===== src/hdl/sfd_pkg.sv =====
// Types and constants for the serial frame decoder.
// No dependencies; used by every module of the block.
package sfd_pkg;

  localparam logic [7:0] SYNC_FIRST    = 8'hAA;
  localparam logic [7:0] SYNC_SECOND   = 8'h55;
  localparam logic [7:0] SIG_BIAS      = 8'h80;
  localparam int         MIN_FRAME     = 18;
  localparam int         HEADER_FIRST  = 3;
  localparam int         HEADER_COUNT  = 13;
  localparam int         PAYLOAD_FIRST = 16;
  localparam int         WORD_BYTES    = 4;
  localparam logic [7:0] LEN_BIAS      = 8'd13;
  localparam logic [7:0] WORD_MIN_LEN  = 8'd17;
  localparam int         DATA_W        = 144;

  typedef enum logic [2:0] {
    ST_OK         = 3'd0,
    ST_SHORT      = 3'd1,
    ST_BAD_START  = 3'd2,
    ST_INCOMPLETE = 3'd3,
    ST_BAD_CHECK  = 3'd4
  } status_t;

  typedef struct packed {
    logic                             too_short;
    logic                             start_ok;
    logic                             check_seen;
    logic [7:0]                       xor_sum;
    logic [7:0]                       check_byte;
    logic [7:0]                       frame_length;
    logic [HEADER_COUNT-1:0][7:0]     header;
    logic [31:0]                      data_bytes;
  } frame_t;

  typedef struct packed {
    status_t            status;
    logic [7:0]         message_type;
    logic [15:0]        source_id;
    logic [15:0]        destination_id;
    logic [15:0]        via_id;
    logic [7:0]         hop_limit;
    logic [7:0]         spreading_factor;
    logic [7:0]         transmit_power;
    logic [15:0]        carrier_mhz;
    logic signed [7:0]  signal_strength;
    logic [7:0]         payload_length;
    logic [31:0]        data_word;
  } result_t;

endpackage


===== src/hdl/serial_frame_decoder_core.sv =====
// Serial frame decoder: one received byte per transaction, one result per chunk.
// The result is registered: it appears in the cycle after the transaction carrying tlast.
// Throughput: one byte per cycle; input ready only drops while a result waits.
// Reset (rst_n low, synchronous) clears the frame state and drops out_tvalid.
// Depends on sfd_pkg, sfd_accum and sfd_decode.
module serial_frame_decoder_core
  import sfd_pkg::*;
#(
  parameter int MAX_CHUNK = 256
) (
  input  logic              clk,
  input  logic              rst_n,
  input  logic              in_tvalid,
  output logic              in_tready,
  input  logic [7:0]        in_tdata,   // rx_byte
  input  logic              in_tlast,   // chunk_end
  output logic              out_tvalid,
  input  logic              out_tready,
  // message_type, source_id, destination_id, via_id, hop_limit, spreading_factor,
  // transmit_power, carrier_mhz, signal_strength, payload_length, data_word
  output logic [DATA_W-1:0] out_tdata,
  output logic [2:0]        out_tuser   // status
);

  logic    acc;
  logic    load;
  logic    out_valid_r, out_valid_nxt;
  frame_t  frame;
  result_t result;
  result_t res_r;

  assign in_tready = !out_valid_r || out_tready;
  assign acc       = in_tvalid && in_tready;
  assign load      = acc && in_tlast;

  sfd_accum #(
    .MAX_CHUNK (MAX_CHUNK)
  ) u_accum (
    .clk       (clk),
    .rst_n     (rst_n),
    .acc       (acc),
    .rx_byte   (in_tdata),
    .chunk_end (in_tlast),
    .frame     (frame)
  );

  sfd_decode u_decode (
    .frame  (frame),
    .result (result)
  );

  assign out_valid_nxt = load || (out_valid_r && !out_tready);

  always_ff @(posedge clk) begin
    if (!rst_n) begin
      out_valid_r <= 1'b0;
    end else begin
      out_valid_r <= out_valid_nxt;
    end
  end

  always_ff @(posedge clk) begin
    if (load) begin
      res_r <= result;
    end
  end

  assign out_tvalid = out_valid_r;
  assign out_tuser  = res_r.status;
  assign out_tdata  = {res_r.data_word, res_r.payload_length, res_r.signal_strength,
                       res_r.carrier_mhz, res_r.transmit_power, res_r.spreading_factor,
                       res_r.hop_limit, res_r.via_id, res_r.destination_id,
                       res_r.source_id, res_r.message_type};

endmodule


===== src/hdl/sfd_accum.sv =====
// Per-byte frame state: sync check, length capture, running XOR and field capture.
// Depends on sfd_pkg; presents the state as it stands after the current byte.
module sfd_accum
  import sfd_pkg::*;
#(
  parameter int MAX_CHUNK = 256
) (
  input  logic       clk,
  input  logic       rst_n,
  input  logic       acc,
  input  logic [7:0] rx_byte,
  input  logic       chunk_end,
  output frame_t     frame
);

  localparam int CNT_W = $clog2(MAX_CHUNK + 1);
  localparam int CMP_W = (CNT_W > 9) ? CNT_W : 9;

  logic [CNT_W-1:0]              idx_r, idx_nxt;
  logic [7:0]                    len_r, len_nxt;
  logic [7:0]                    xor_r, xor_nxt;
  logic [7:0]                    chk_r, chk_nxt;
  logic                          seen_r, seen_nxt;
  logic                          start_r, start_nxt;
  logic [HEADER_COUNT-1:0][7:0]  hdr_r, hdr_nxt;
  logic [31:0]                   data_r, data_nxt;
  logic [CMP_W-1:0]              pos;
  logic [CMP_W-1:0]              check_pos;

  always_comb begin
    idx_nxt   = idx_r;
    len_nxt   = len_r;
    xor_nxt   = xor_r;
    chk_nxt   = chk_r;
    seen_nxt  = seen_r;
    start_nxt = start_r;
    hdr_nxt   = hdr_r;
    data_nxt  = data_r;
    pos       = CMP_W'(idx_r);
    check_pos = CMP_W'(len_r) + CMP_W'(3);
    if (acc && (idx_r != CNT_W'(MAX_CHUNK))) begin
      if (pos == CMP_W'(0)) begin
        start_nxt = (rx_byte == SYNC_FIRST);
      end else if (pos == CMP_W'(1)) begin
        start_nxt = start_r && (rx_byte == SYNC_SECOND);
      end else if (pos == CMP_W'(2)) begin
        len_nxt = rx_byte;
        xor_nxt = rx_byte;
      end else if (pos < check_pos) begin
        xor_nxt = xor_r ^ rx_byte;
      end else if (pos == check_pos) begin
        chk_nxt  = rx_byte;
        seen_nxt = 1'b1;
      end
      for (int k = 0; k < HEADER_COUNT; k++) begin
        if (pos == CMP_W'(HEADER_FIRST + k)) begin
          hdr_nxt[k] = rx_byte;
        end
      end
      if ((pos >= CMP_W'(PAYLOAD_FIRST)) && (pos < CMP_W'(PAYLOAD_FIRST + WORD_BYTES))
          && (pos < check_pos)) begin
        data_nxt = {data_r[23:0], rx_byte};
      end
      idx_nxt = idx_r + CNT_W'(1);
    end
  end

  always_comb begin
    frame.too_short    = CMP_W'(idx_nxt) < CMP_W'(MIN_FRAME);
    frame.start_ok     = start_nxt;
    frame.check_seen   = seen_nxt;
    frame.xor_sum      = xor_nxt;
    frame.check_byte   = chk_nxt;
    frame.frame_length = len_nxt;
    frame.header       = hdr_nxt;
    frame.data_bytes   = data_nxt;
  end

  always_ff @(posedge clk) begin
    if (!rst_n || (acc && chunk_end)) begin
      idx_r   <= '0;
      len_r   <= '0;
      xor_r   <= '0;
      chk_r   <= '0;
      seen_r  <= 1'b0;
      start_r <= 1'b1;
      hdr_r   <= '0;
      data_r  <= '0;
    end else begin
      idx_r   <= idx_nxt;
      len_r   <= len_nxt;
      xor_r   <= xor_nxt;
      chk_r   <= chk_nxt;
      seen_r  <= seen_nxt;
      start_r <= start_nxt;
      hdr_r   <= hdr_nxt;
      data_r  <= data_nxt;
    end
  end

endmodule


===== src/hdl/sfd_decode.sv =====
// Result decode: status priority and header field extraction for a closed chunk.
// Depends on sfd_pkg; purely combinational.
module sfd_decode
  import sfd_pkg::*;
(
  input  frame_t  frame,
  output result_t result
);

  status_t status;

  always_comb begin
    if (frame.too_short) begin
      status = ST_SHORT;
    end else if (!frame.start_ok) begin
      status = ST_BAD_START;
    end else if (!frame.check_seen) begin
      status = ST_INCOMPLETE;
    end else if (frame.xor_sum != frame.check_byte) begin
      status = ST_BAD_CHECK;
    end else begin
      status = ST_OK;
    end
  end

  always_comb begin
    result        = '0;
    result.status = status;
    if (status == ST_OK) begin
      result.message_type     = frame.header[0];
      result.source_id        = {frame.header[1], frame.header[2]};
      result.destination_id   = {frame.header[3], frame.header[4]};
      result.via_id           = {frame.header[5], frame.header[6]};
      result.hop_limit        = frame.header[7];
      result.spreading_factor = frame.header[8];
      result.transmit_power   = frame.header[9];
      result.carrier_mhz      = {frame.header[10], frame.header[11]};
      result.signal_strength  = $signed(frame.header[12] ^ SIG_BIAS);
      result.payload_length   = (frame.frame_length > LEN_BIAS) ?
                                (frame.frame_length - LEN_BIAS) : 8'd0;
      result.data_word        = (frame.frame_length >= WORD_MIN_LEN) ?
                                frame.data_bytes : 32'd0;
    end
  end

endmodule


===== config.mk =====
export PLATFORM = sky130hd
export DESIGN_NAME = serial_frame_decoder_core
export DESIGN_NICKNAME = d
export VERILOG_FILES = /design/src/hdl/sfd_pkg.sv /design/src/hdl/serial_frame_decoder_core.sv /design/src/hdl/sfd_accum.sv /design/src/hdl/sfd_decode.sv
export SDC_FILE = /design/constraint.sdc
export NUM_CORES = 1
export LEC_CHECK = 0
export ABC_AREA = 1
export BUFFER_PORTS_ARGS = -buffer_cell sky130_fd_sc_hd__buf_2
export CAP_MARGIN = 20
export CORE_MARGIN = 2
export CORE_UTILIZATION = 52
export DETAILED_ROUTE_END_ITERATION = 6
export PLACE_DENSITY = 0.71
export REMOVE_ABC_BUFFERS = 1
export SLEW_MARGIN = 20
export SYNTH_ARGS = -nofsm -noshare
export SYNTH_HDL_FRONTEND = slang
export SYNTH_SLANG_ARGS = --single-unit

===== constraint.sdc =====
create_clock -name clk -period 8.29 [get_ports clk]
set_clock_uncertainty 0.1 [all_clocks]
set_input_delay 1.658 -clock clk [delete_from_list [all_inputs] [get_ports clk]]
set_output_delay 1.658 -clock clk [all_outputs]
set_load 0.03 [all_outputs]

==> reports/results.md, run 1 <==
### Logic synthesis
* **number of synthesized flops with an enable pin** 147
* **count of mapped cells out of synthesis** 1327
* **Area contributors post-synth** sky130_fd_sc_hd__edfxtp_1 (33%), sky130_fd_sc_hd__dfxtp_1 (26%), sky130_fd_sc_hd__nor2_1 (8.6%)
* **area of the mapped netlist** 13260 um^2
* **ys flop type** sky130_fd_sc_hd__dfxtp_1
* **number of warnings reported in the yosys synthesis log** 0
* **share of flip-flops with an asynchronous set or reset** 0%
* **library cell occupying the most area in the post-synthesis netlist** sky130_fd_sc_hd__edfxtp_1
* **area share of the largest cell type after synthesis** 33.29%
* **Seq/Total Area, Yosys** 59.26%
* **count of unique library cells instantiated by Yosys** 39
* **total of flip-flops plus latches after synthesis** 319
* **Synth Area per Inst** 9.993 um^2

### Detailed routing
* **routed metal-1 wire length** 13050 um
* **Detailed Routing Iterations Pass 1** 7
* **Routed Antenna Nets** 0
* **Detail Route met2 WL** 13390 um
* **count of vias placed by the detailed router** 9231
* **Vias/cell** 5.069
* **detailed-route wire length** 28540 um
* **uppermost layer routed** met4
* **DR iter-0 viols** 751
* **average wire per standard cell** 15.67 um
* **DRC violations left** 1
* **met3 wire length** 1463 um

### Worst setup path
* **number of cells traversed by the worst register-to-register path** 23
* **nature of the critical path startpoint** register
* **worst setup path category** register to register
* **worst path arrival time** 5440 ps
* **required time of the critical path** 8420 ps
* **critical path endpoint category** register
* **worst-path fanout max** 73

### Global route
* **grt total ovfl** 0
* **number of global-route vias before repair** 8743
* **first-pass GRT wire length** 45510 um
* **pin count of the biggest net entering global routing** 131
* **GRT Overall Usage** 21.40%
* **number of antenna violations at the first check in global routing** 0

### CTS
* **CTS root buf** sky130_fd_sc_hd__clkbuf_16
* **clock-pin transition on the worst setup and hold timing paths** 60 ps
* **number of buffers added by the clock tree synthesis step** 34
* **number of sinks on the clock net** 319
* **PostCTS Resize Cnt** 0
* **number of H-tree levels** 2
* **insertion delay to the later sink of the worst-skew pair** 510 ps
* **CTS tree** yes
* **post-CTS repair timing setup buffer count** 0
* **worst-case clock buffer depth** 3
* **hold buffer count at CTS** 0

### Cells and area
* **number of cells in the finished layout apart from fillers** 1821
* **net total in the final layout** 1494
* **ratio of cells with drive above 1 in the final layout** 20.93%
* **most common cell after layout, fill and taps aside** sky130_fd_sc_hd__nor2_1
* **commonest cells after routing, fill and taps aside** sky130_fd_sc_hd__nor2_1 (303), sky130_fd_sc_hd__nand2_1 (204), sky130_fd_sc_hd__dfxtp_1 (172)
* **fillcell total** 2154
* **synthesis-to-layout area growth** 15.02%
* **# diodes** 0
* **final cell utilization of the core** 60.74%

### STA
* **Final Critical Period** 5306 ps
* **max-slew violation total from the final report** 0
* **final clock period utilization by the worst path** 64.00%
* **number of failing hold endpoints at the final stage** 0
* **transition at the pin with the smallest max-transition slack** 908.3 ps
* **Max-slew headroom** 39.23%
* **worst hold slack across all endpoints** 374.2 ps
* **Finish-stage setup viols** 0
* **total negative slack** 0 ps
* **upper clock frequency limit** 188.5 MHz
* **setup repair after global routing missed its margin** no

### Power and ir drop
* **Design Power** 3308 uW
* **Combinational Power Share** 7.2%
* **Internal Pwr Total** 2513 uW
* **worst supply voltage drop on vdd** 0.1719 mV
* **total power density per cell area** 216.9 nW/um^2
* **net switching component of the power** 795.2 uW
* **sequential share of power** 50.9%
* **sw frac** 24.04%
* **leakage power** 0.005904 uW
* **power share of the clock group** 41.9%

### Placement
* **routability congestion estimate** 0.9152
* **number of buffers inserted by port buffering** 161
* **half-perimeter wire length after placement** 18510 um
* **Post-Place Cells** 1758

### Floorplanning
* **Die Ht** 163.7 um
* **number of top-level pins** 162
* **horizontal extent of the die** 163.7 um
* **std cell rows** 58
* **starting density of the core** 52.81%
* **Die ar.** 26790 um^2
* **standard cell core area** 25110 um^2

### Min path
* **worst min-delay path category** register to register
* **worst hold path stage count** 2

### Outcome
* **violated checks** design-rule violations
* **result of the run** complete, but fails checks

### Run
* **max_cap viols** 0

## worst paths after layout
check                                       to              from  slack, ps
worst max-delay path             out_tdata[72]  u_accum.len_r[0]       2980
worst min-delay path            u_accum.seen_r    u_accum.seen_r        370
worst max register to register   out_tdata[72]  u_accum.len_r[0]       2980
worst min register to register  u_accum.seen_r    u_accum.seen_r        370
## metal layers
layer  vias up  track usage, %
met2       248           35.10
met3        51           3.359
met5         -               0
met1      4327           29.61
met4         0           6.021
li1       4605               -
## synth_stat cells (3+ instances only)
cell and instances:
sky130_fd_sc_hd__nor2_1 304, sky130_fd_sc_hd__nand2_1 204, sky130_fd_sc_hd__dfxtp_1 172, sky130_fd_sc_hd__edfxtp_1 147
sky130_fd_sc_hd__o21ai_0 84, sky130_fd_sc_hd__inv_1 71, sky130_fd_sc_hd__nor2_4 66, sky130_fd_sc_hd__mux2i_1 56
sky130_fd_sc_hd__clkbuf_1 42, sky130_fd_sc_hd__nand3_1 30, sky130_fd_sc_hd__a21oi_1 22, sky130_fd_sc_hd__ha_1 16
sky130_fd_sc_hd__xor2_1 15, sky130_fd_sc_hd__nand4_1 13, sky130_fd_sc_hd__buf_2 12, sky130_fd_sc_hd__nor3_1 11
sky130_fd_sc_hd__buf_12 6, sky130_fd_sc_hd__nor2_2 6, sky130_fd_sc_hd__o21ai_1 6, sky130_fd_sc_hd__xnor2_1 6
sky130_fd_sc_hd__inv_2 5, sky130_fd_sc_hd__nand2_2 4, sky130_fd_sc_hd__a21o_1 3, sky130_fd_sc_hd__a22oi_1 3
sky130_fd_sc_hd__nand2_4 3
## flip-flops by register name, summed over array words and instances, names as in the netlist
signal,count
u_accum.start_r,1
u_accum.seen_r,1
out_tvalid,1
u_accum.idx_r,9
u_accum.hdr_r,104
u_accum.xor_r,8
out_tuser,3
out_tdata,144
u_accum.len_r,8
u_accum.chk_r,8
u_accum.data_r,32
## stage by stage
step                      cell area [um^2]  worst slack (ps)
after detailed placement             14200              3086
after global routing                 15250              2449
after global placement               14200              3137
final                                15250              2984
after floorplan                      12870            -763.9
after CTS                            15220              3038
## power groups by stage
stage	clock network [uW]	logic [uW]	registers (uW)
2_1_floorplan	0	104	1780
3_3_place_gp	0	233	1720
3_5_place_dp	0	234	1720
4_1_cts	1410	235	1680
5_1_grt	1480	256	1690
6_report	1390	237	1680
## kinds of logic (layout without fill, tap and decap cells)
group                      after synthesis  count (layout)  share of synthesized area, %
AOI/OAI and AO/OA                      123             123                         4.888
xor gates and xnor gates                21              21                         1.387
adders and majority gates               16              16                         1.510
buffers and inverters                  141             305                         5.095
DFF                                    319             319                         59.26
muxes                                   56              56                         4.227
and+or+nand+nor                        651             651                         23.64
## worst max-delay path, stage by stage (launching register included)
cell                       delay (ps)
sky130_fd_sc_hd__dfxtp_1          320
sky130_fd_sc_hd__inv_1             80
sky130_fd_sc_hd__ha_1             220
sky130_fd_sc_hd__or2_2            300
sky130_fd_sc_hd__nor2_1           150
sky130_fd_sc_hd__nand3_1          120
sky130_fd_sc_hd__nand3b_1         180
sky130_fd_sc_hd__ha_1             300
sky130_fd_sc_hd__nand2_1           80
sky130_fd_sc_hd__nor2_2           180
sky130_fd_sc_hd__nand2_1          160
sky130_fd_sc_hd__nand3_1          450
sky130_fd_sc_hd__nand2_4          200
sky130_fd_sc_hd__nor2_4           320
sky130_fd_sc_hd__nand2_1           90
sky130_fd_sc_hd__nand2_1          150
sky130_fd_sc_hd__inv_1             50
sky130_fd_sc_hd__nand2_1           60
sky130_fd_sc_hd__nand2_1           40
sky130_fd_sc_hd__nand2_1           90
sky130_fd_sc_hd__nor2_4            60
sky130_fd_sc_hd__nand3_4          560
sky130_fd_sc_hd__buf_12           530
sky130_fd_sc_hd__nor2_1            90
## cell type report
class                   instances  area [um^2]  share of cell area, %
clock buffers                  42        910.9                  5.972
clock inverters                20        115.1                 0.7547
inverters                      76        285.3                  1.870
multi-input cells             867         4762                  31.22
flip-flops and latches        319         7858                  51.52
well taps                     330        412.9                  2.707
repair buffers                167        908.4                  5.956
Note: power is estimated with default switching activity, not from simulation.
==> inputs of run 2 (changes only) <==
CORE_UTILIZATION = 58   (was 52)
PLACE_DENSITY = 0.76   (was 0.71)
clock period = 4.9 ns   (was 8.29 ns; I/O delays follow)
==> run 2 against run 1 <==
  * The run now ends clean
  * Clock power increased by 73%
  * Setup slack got worse by 2400 ps
  * Fmax increased by 22%
  * Sequential power increased by 70%
  * Critical path depth unchanged
  * First-iteration DRC count decreased by 1.1%
  * Design area increased by 0.30%
  * Global-route usage increased by 2.3 points
  * Largest cell class unchanged
  * Largest power group unchanged
==> reports/results.md, run 2 (synthesis results as in run 1) <==
### Cells and area
* **# diodes** 0, unchanged
* **net total in the final layout** 1504, +0.67%
* **most common cell after layout, fill and taps aside** sky130_fd_sc_hd__nor2_1
* **ratio of cells with drive above 1 in the final layout** 21.36%, +0.44 points
* **max FFs per register** 144, unchanged
* **commonest cells after routing, fill and taps aside** sky130_fd_sc_hd__nor2_1 (303), sky130_fd_sc_hd__nand2_1 (204), sky130_fd_sc_hd__dfxtp_1 (172)
* **synthesis-to-layout area growth** 15.36%
* **Design Area, Final** 15300 um^2, +0.30%
* **number of cells in the finished layout apart from fillers** 1783, -2.1%

### Min path
* **worst hold path stage count** 2, unchanged
* **worst min-delay path category** register to register
* **source of the worst hold timing path** u_accum.seen_r
* **hold path endpoint** u_accum.seen_r

### Worst setup path
* **launch point of the worst reg-to-reg path** u_accum.len_r[0]
* **category of cells accounting for the largest share of critical-path delay** simple AND/OR/NAND/NOR gates
* **number of cells traversed by the worst register-to-register path** 23, unchanged
* **most used cell, CP** sky130_fd_sc_hd__nand2_1
* **endpoint of the most critical register-to-register path** out_tdata[55]
* **number of buffers and inverters on the critical path** 3, unchanged
* **Worst R2R Setup Slack** 540 ps, -2450 ps
* **list of cells traversed by the critical path** inv_1, ha_1, or2_2, nor2_1, nand3_1, nand3b_1, ha_1, nand2_1, nor2_2, nand3b_2, nand3_1, nand2_4, nor2_4, nand2_1, nand2_1, inv_1, nand2_1, nand2_1, nand2_1, nor2_4, nand3_4, buf_4, nor2_1
* **biggest cell delay along the critical path** 480 ps, -80 ps
* **nature of the critical path startpoint** register
* **worst path arrival time** 4530 ps, -910 ps
* **worst-path fanout max** 26, -64%
* **cell with the largest stage delay on the worst path** sky130_fd_sc_hd__buf_4
* **required time of the critical path** 5070 ps, -3350 ps
* **worst setup path category** register to register
* **critical path endpoint category** register

### CTS
* **number of buffers added by the clock tree synthesis step** 31, -8.8%
* **worst-case clock buffer depth** 3, unchanged
* **clock-pin transition on the worst setup and hold timing paths** 60 ps, about the same
* **post-CTS repair timing setup buffer count** 0, unchanged
* **CTS tree** yes
* **insertion delay to the later sink of the worst-skew pair** 550 ps, +40 ps
* **number of H-tree levels** 1, -1
* **PostCTS Resize Cnt** 0, unchanged
* **number of sinks on the clock net** 319, unchanged
* **hold buffer count at CTS** 0, unchanged
* **CTS root buf** sky130_fd_sc_hd__clkbuf_16

### Global route
* **number of antenna violations at the first check in global routing** 0, unchanged
* **first-pass GRT wire length** 45700 um, +0.41%
* **number of global-route vias before repair** 8749, +0.069%
* **grt total ovfl** 0, unchanged
* **GRT Overall Usage** 23.69%, +2.3 points
* **pin count of the biggest net entering global routing** 65, -50%

### Detailed routing
* **Routed Antenna Nets** 0, unchanged
* **Vias/cell** 5.274, +4.0%
* **count of vias placed by the detailed router** 9404, +1.9%
* **DRC violations left** 0, -1
* **detailed-route wire length** 28660 um, +0.44%
* **average wire per standard cell** 16.08 um, +2.6%
* **Detailed Routing Iterations Pass 1** 5, -2
* **DR iter-0 viols** 743, -1.1%

### Placement
* **Post-Place Cells** 1727, -1.8%
* **total cell area at the placement stage** 14270 um^2, +0.52%
* **half-perimeter wire length after placement** 19310 um, +4.3%
* **number of buffers inserted by port buffering** 161, unchanged
* **routability congestion estimate** 0.9189, +0.40%
* **Worst Setup Slack post-DPL** 604.3 ps, -2481 ps

### Floorplanning
* **number of top-level pins** 162, unchanged
* **horizontal extent of the die** 155.2 um, -5.2%
* **Die Ht** 155.2 um, -5.2%
* **starting density of the core** 58.75%, +5.9 points
* **standard cell core area** 22570 um^2, -10%
* **std cell rows** 55, -5.2%
* **Die ar.** 24090 um^2, -10%

### STA
* **Final Critical Period** 4363 ps, -943.1 ps
* **worst hold slack across all endpoints** 360.7 ps, -13.42 ps
* **number of failing hold endpoints at the final stage** 0, unchanged
* **final clock period utilization by the worst path** 89.03%, +25 points
* **transition at the pin with the smallest max-transition slack** 928.4 ps, +20.15 ps
* **setup repair after global routing missed its margin** no
* **max-slew violation total from the final report** 0, unchanged
* **Finish-stage setup viols** 0, unchanged
* **upper clock frequency limit** 229.2 MHz, +22%
* **Max-slew headroom** 37.96%, -1.3 points
* **Worst Setup Slack, final** 537.4 ps, -2447 ps
* **total negative slack** 0 ps, unchanged

### Power and ir drop
* **worst supply voltage drop on vdd** 0.2276 mV, +32%
* **leakage power** 0.005972 uW, +1.2%
* **total power density per cell area** 369.7 nW/um^2, +70%

### Run
* **max_cap viols** 0, unchanged

### Outcome
* **result of the run** completed

[run 2: cell types whose count changed in the layout (fill, tap and decap cells not counted)]
cell,change
sky130_fd_sc_hd__clkinv_8,-1
sky130_fd_sc_hd__buf_4,+12
sky130_fd_sc_hd__buf_12,+2
sky130_fd_sc_hd__buf_16,-1
sky130_fd_sc_hd__inv_8,+1
sky130_fd_sc_hd__clkbuf_16,-3
sky130_fd_sc_hd__bufinv_16,+5
sky130_fd_sc_hd__inv_6,-2
sky130_fd_sc_hd__clkbuf_8,-2
sky130_fd_sc_hd__clkinv_1,-7
sky130_fd_sc_hd__clkbuf_1,+6
sky130_fd_sc_hd__clkinvlp_4,-3
[run 2: power breakdown]
group / leakage, uW / internal (uW) / switching, uW
clock network: 0.000502 / 1440 / 955
logic: 0.00268 / 98.6 / 310
registers: 0.00280 / 2830 / 19.8
total: 0.00597 / 4370 / 1280
[run 2: metrics by stage]
stage,util (%),total power (uW)
detailed placement,63.23,3312
CTS,67.77,5686
global placement,63.23,3307
finish,67.77,5655
floorplan,-,3180
global route,67.77,5832
[run 2: area by class of cell]
| cell class | count | area, um^2 |
|---|---|---|
| clock buffer | 43 | 830.8 |
| sequential | 319 | 7858 |
| inverter | 76 | 285.3 |
| clock inverter | 13 | 193.9 |
| timing repair buffer | 180 | 1011 |
| fill | 1776 | 7274 |
| tap | 285 | 356.6 |
| multi-input combinational | 867 | 4762 |
[run 2: worst max-delay path by stage]
stage                startpoint  slack (ps)        endpoint  depth (start not counted)
6_report       u_accum.len_r[0]         540   out_tdata[55]                         23
5_1_grt        u_accum.len_r[0]         210  out_tdata[102]                         23
4_1_cts        u_accum.len_r[0]         570   out_tdata[55]                         23
3_5_place_dp   u_accum.len_r[0]         600   out_tdata[55]                         23
3_3_place_gp   u_accum.len_r[0]         760  out_tdata[101]                         23
2_1_floorplan        out_tready       -3480    out_tdata[0]                          4
[run 2: metal layers]
metal	global-route usage, %	wire length (um)	vias to the layer above
met3	2.925	1715	40
met4	6.204	478	0
met2	40.04	14090	280
met1	32.72	12380	4473
met5	0	0	-
li1	-	-	4611
[run 2: worst min-delay path, stage by stage (launching register included)]
cell and delay, ps:
sky130_fd_sc_hd__dfxtp_1 310, sky130_fd_sc_hd__nor2_1 50, sky130_fd_sc_hd__nor2_1 70
==> inputs of run 3 (changes only) <==
CELL_PAD_IN_SITES_DETAIL_PLACEMENT = 0   (was unset)
CELL_PAD_IN_SITES_GLOBAL_PLACEMENT = 1   (was unset)
CORE_UTILIZATION = 45   (was 58)
PLACE_DENSITY = 0.75   (was 0.76)
==> run 3 against run 2 <==
  * Sequential power about the same
  * Flip-flop and latch count stayed put
  * First-iteration DRC count down 13%
  * Design area increased by 1.6%
  * Highest routed layer unchanged
==> reports/results.md, run 3 (synthesis results as in run 1) <==
### Outcome
* **result of the run** completed

### Power and ir drop
* **worst supply voltage drop on vdd** 0.1832 mV, -20%
* **total power density per cell area** 369.1 nW/um^2, -0.15%
* **leakage power** 0.006036 uW, +1.1%
* **Design Power** 5735 uW, +1.4%

### Cells and area
* **ratio of cells with drive above 1 in the final layout** 21.91%, +0.54 points
* **net total in the final layout** 1514, +0.66%
* **commonest cells after routing, fill and taps aside** sky130_fd_sc_hd__nor2_1 (303), sky130_fd_sc_hd__nand2_1 (204), sky130_fd_sc_hd__dfxtp_1 (172)
* **max FFs per register** 144, unchanged
* **# diodes** 0, unchanged
* **number of cells in the finished layout apart from fillers** 1895, +6.3%
* **Design Area, Final** 15540 um^2, +1.6%
* **fillcell total** 2657, +50%
* **synthesis-to-layout area growth** 17.16%
* **most common cell after layout, fill and taps aside** sky130_fd_sc_hd__nor2_1

### CTS
* **CTS tree** yes
* **number of buffers added by the clock tree synthesis step** 34, +9.7%
* **insertion delay to the later sink of the worst-skew pair** 520 ps, -30 ps
* **post-CTS repair timing setup buffer count** 0, unchanged
* **hold buffer count at CTS** 0, unchanged
* **number of H-tree levels** 2, +1
* **worst-case clock buffer depth** 3, unchanged
* **PostCTS Resize Cnt** 0, unchanged
* **number of sinks on the clock net** 319, unchanged
* **clock-pin transition on the worst setup and hold timing paths** 60 ps, about the same
* **CTS root buf** sky130_fd_sc_hd__clkbuf_16

### Worst setup path
* **launch point of the worst path** u_accum.len_r[0]
* **nature of the critical path startpoint** register
* **worst path arrival time** 4470 ps, -60 ps
* **endpoint of the most critical register-to-register path** out_tdata[110]
* **Worst R2R Setup Slack** 670 ps, +130 ps
* **worst setup path endpoint** out_tdata[110]
* **most used cell, CP** sky130_fd_sc_hd__nand2_1
* **required time of the critical path** 5140 ps, +70 ps
* **cell with the largest stage delay on the worst path** sky130_fd_sc_hd__nand4_1
* **launch point of the worst reg-to-reg path** u_accum.len_r[0]
* **worst-path fanout max** 14, -46%
* **list of cells traversed by the critical path** inv_1, ha_1, or2_2, nor2_1, nand3_1, nand3b_1, ha_1, nand2_1, nor2_2, nand3b_2, nand3_1, nand2_4, nor2_4, nand2_1, nand2_1, nand3_1, nand2_1, nand2_1, nor2_4, nand4_1, nor2_1
* **critical path endpoint category** register
* **number of cells traversed by the worst register-to-register path** 21, -8.7%
* **worst setup path category** register to register
* **biggest cell delay along the critical path** 390 ps, -90 ps

### Floorplanning
* **standard cell core area** 28860 um^2, +28%
* **starting density of the core** 45.95%, -13 points
* **horizontal extent of the die** 175.7 um, +13%
* **std cell rows** 62, +13%
* **Die Ht** 175.7 um, +13%
* **Die ar.** 30860 um^2, +28%
* **number of top-level pins** 162, unchanged

### STA
* **setup repair after global routing missed its margin** no
* **Finish-stage setup viols** 0, unchanged
* **total negative slack** 0 ps, unchanged
* **transition at the pin with the smallest max-transition slack** 936.6 ps, +8.141 ps
* **final clock period utilization by the worst path** 86.37%, -2.7 points
* **number of failing hold endpoints at the final stage** 0, unchanged
* **Final Critical Period** 4232 ps, -130.3 ps
* **upper clock frequency limit** 236.3 MHz, +3.1%
* **max-slew violation total from the final report** 0, unchanged
* **Worst Setup Slack, final** 667.6 ps, +130.3 ps
* **Max-slew headroom** 37.33%, -0.63 points

### Detailed routing
* **DRC violations left** 0, unchanged
* **Detailed Routing Iterations Pass 1** 5, unchanged
* **Routed Antenna Nets** 0, unchanged
* **detailed-route wire length** 29730 um, +3.7%
* **average wire per standard cell** 15.69 um, -2.4%
* **DR iter-0 viols** 648, -13%
* **count of vias placed by the detailed router** 9220, -2.0%
* **Vias/cell** 4.865, -7.8%

### Min path
* **worst min-delay path category** register to register

### Placement
* **Post-Place Cells** 1833, +6.1%
* **Worst Setup Slack post-DPL** 706.2 ps, +101.9 ps
* **half-perimeter wire length after placement** 20180 um, +4.5%
* **total cell area at the placement stage** 14450 um^2, +1.2%
* **routability congestion estimate** 0.8490, -7.6%
* **number of buffers inserted by port buffering** 161, unchanged

### Global route
* **number of antenna violations at the first check in global routing** 0, unchanged
* **GRT Overall Usage** 19.53%, -4.2 points
* **grt total ovfl** 0, unchanged
* **number of global-route vias before repair** 8769, +0.23%
* **pin count of the biggest net entering global routing** 77, +18%
* **first-pass GRT wire length** 47450 um, +3.8%

### Run
* **max_cap viols** 0, unchanged

[run 3: cell types whose count changed in the layout (fill, tap and decap cells not counted), sizes merged]
cell / before / now
inv: 77 / 76
bufinv: 5 / 1
buf: 180 / 187
clkbuf: 43 / 53
clkinv: 7 / 8
[run 3: worst min-delay path by stage]
stage                    from             end  cells past startpoint
5_1_grt        u_accum.seen_r  u_accum.seen_r                      2
6_report       u_accum.seen_r  u_accum.seen_r                      2
2_1_floorplan  u_accum.seen_r  u_accum.seen_r                      2
4_1_cts        u_accum.seen_r  u_accum.seen_r                      2
3_5_place_dp   u_accum.seen_r  u_accum.seen_r                      2
3_3_place_gp   u_accum.seen_r  u_accum.seen_r                      2
[run 3: layout make-up]
class                   instances  area [um^2]  share of cell area (%)
clock buffers                  53        993.5                   6.394
clock inverters                 9        93.84                  0.6040
inverters                      76        285.3                   1.836
multi-input cells             867         4762                   30.65
flip-flops and latches        319         7858                   50.58
well taps                     384        480.5                   3.093
repair buffers                187         1064                   6.845
[run 3: metal layers]
layer / track usage, % / vias up / wire (um)
met3: 2.792 / 51 / 1221
li1: - / 4664 / -
met1: 26.62 / 4319 / 13620
met5: 0 / - / 0
met4: 5.441 / 0 / 670
met2: 32.64 / 186 / 14210
[run 3: critical path: cells and delay by family (launching register included)]
kind                     cells  cell delay (ps)
adder cells (fa/ha/maj)      2              520
buffers and inverters        1               70
flip-flops                   1              320
AND/OR/NAND/NOR             18             3070
[run 3: power breakdown]
part / internal (uW) / switching, uW
Sequential: 2830 / 19.0
Combinational: 101 / 311
Clock: 1460 / 1020
Total: 4390 / 1350
[run 3: metrics by stage]
step | utilization (%) | hold WS (ps)
after floorplan | - | 326.8
after global placement | 50.07 | 345.7
after detailed placement | 50.07 | 345.2
after CTS | 53.84 | 358.2
after global routing | 53.84 | 397.6
final | 53.84 | 359.3
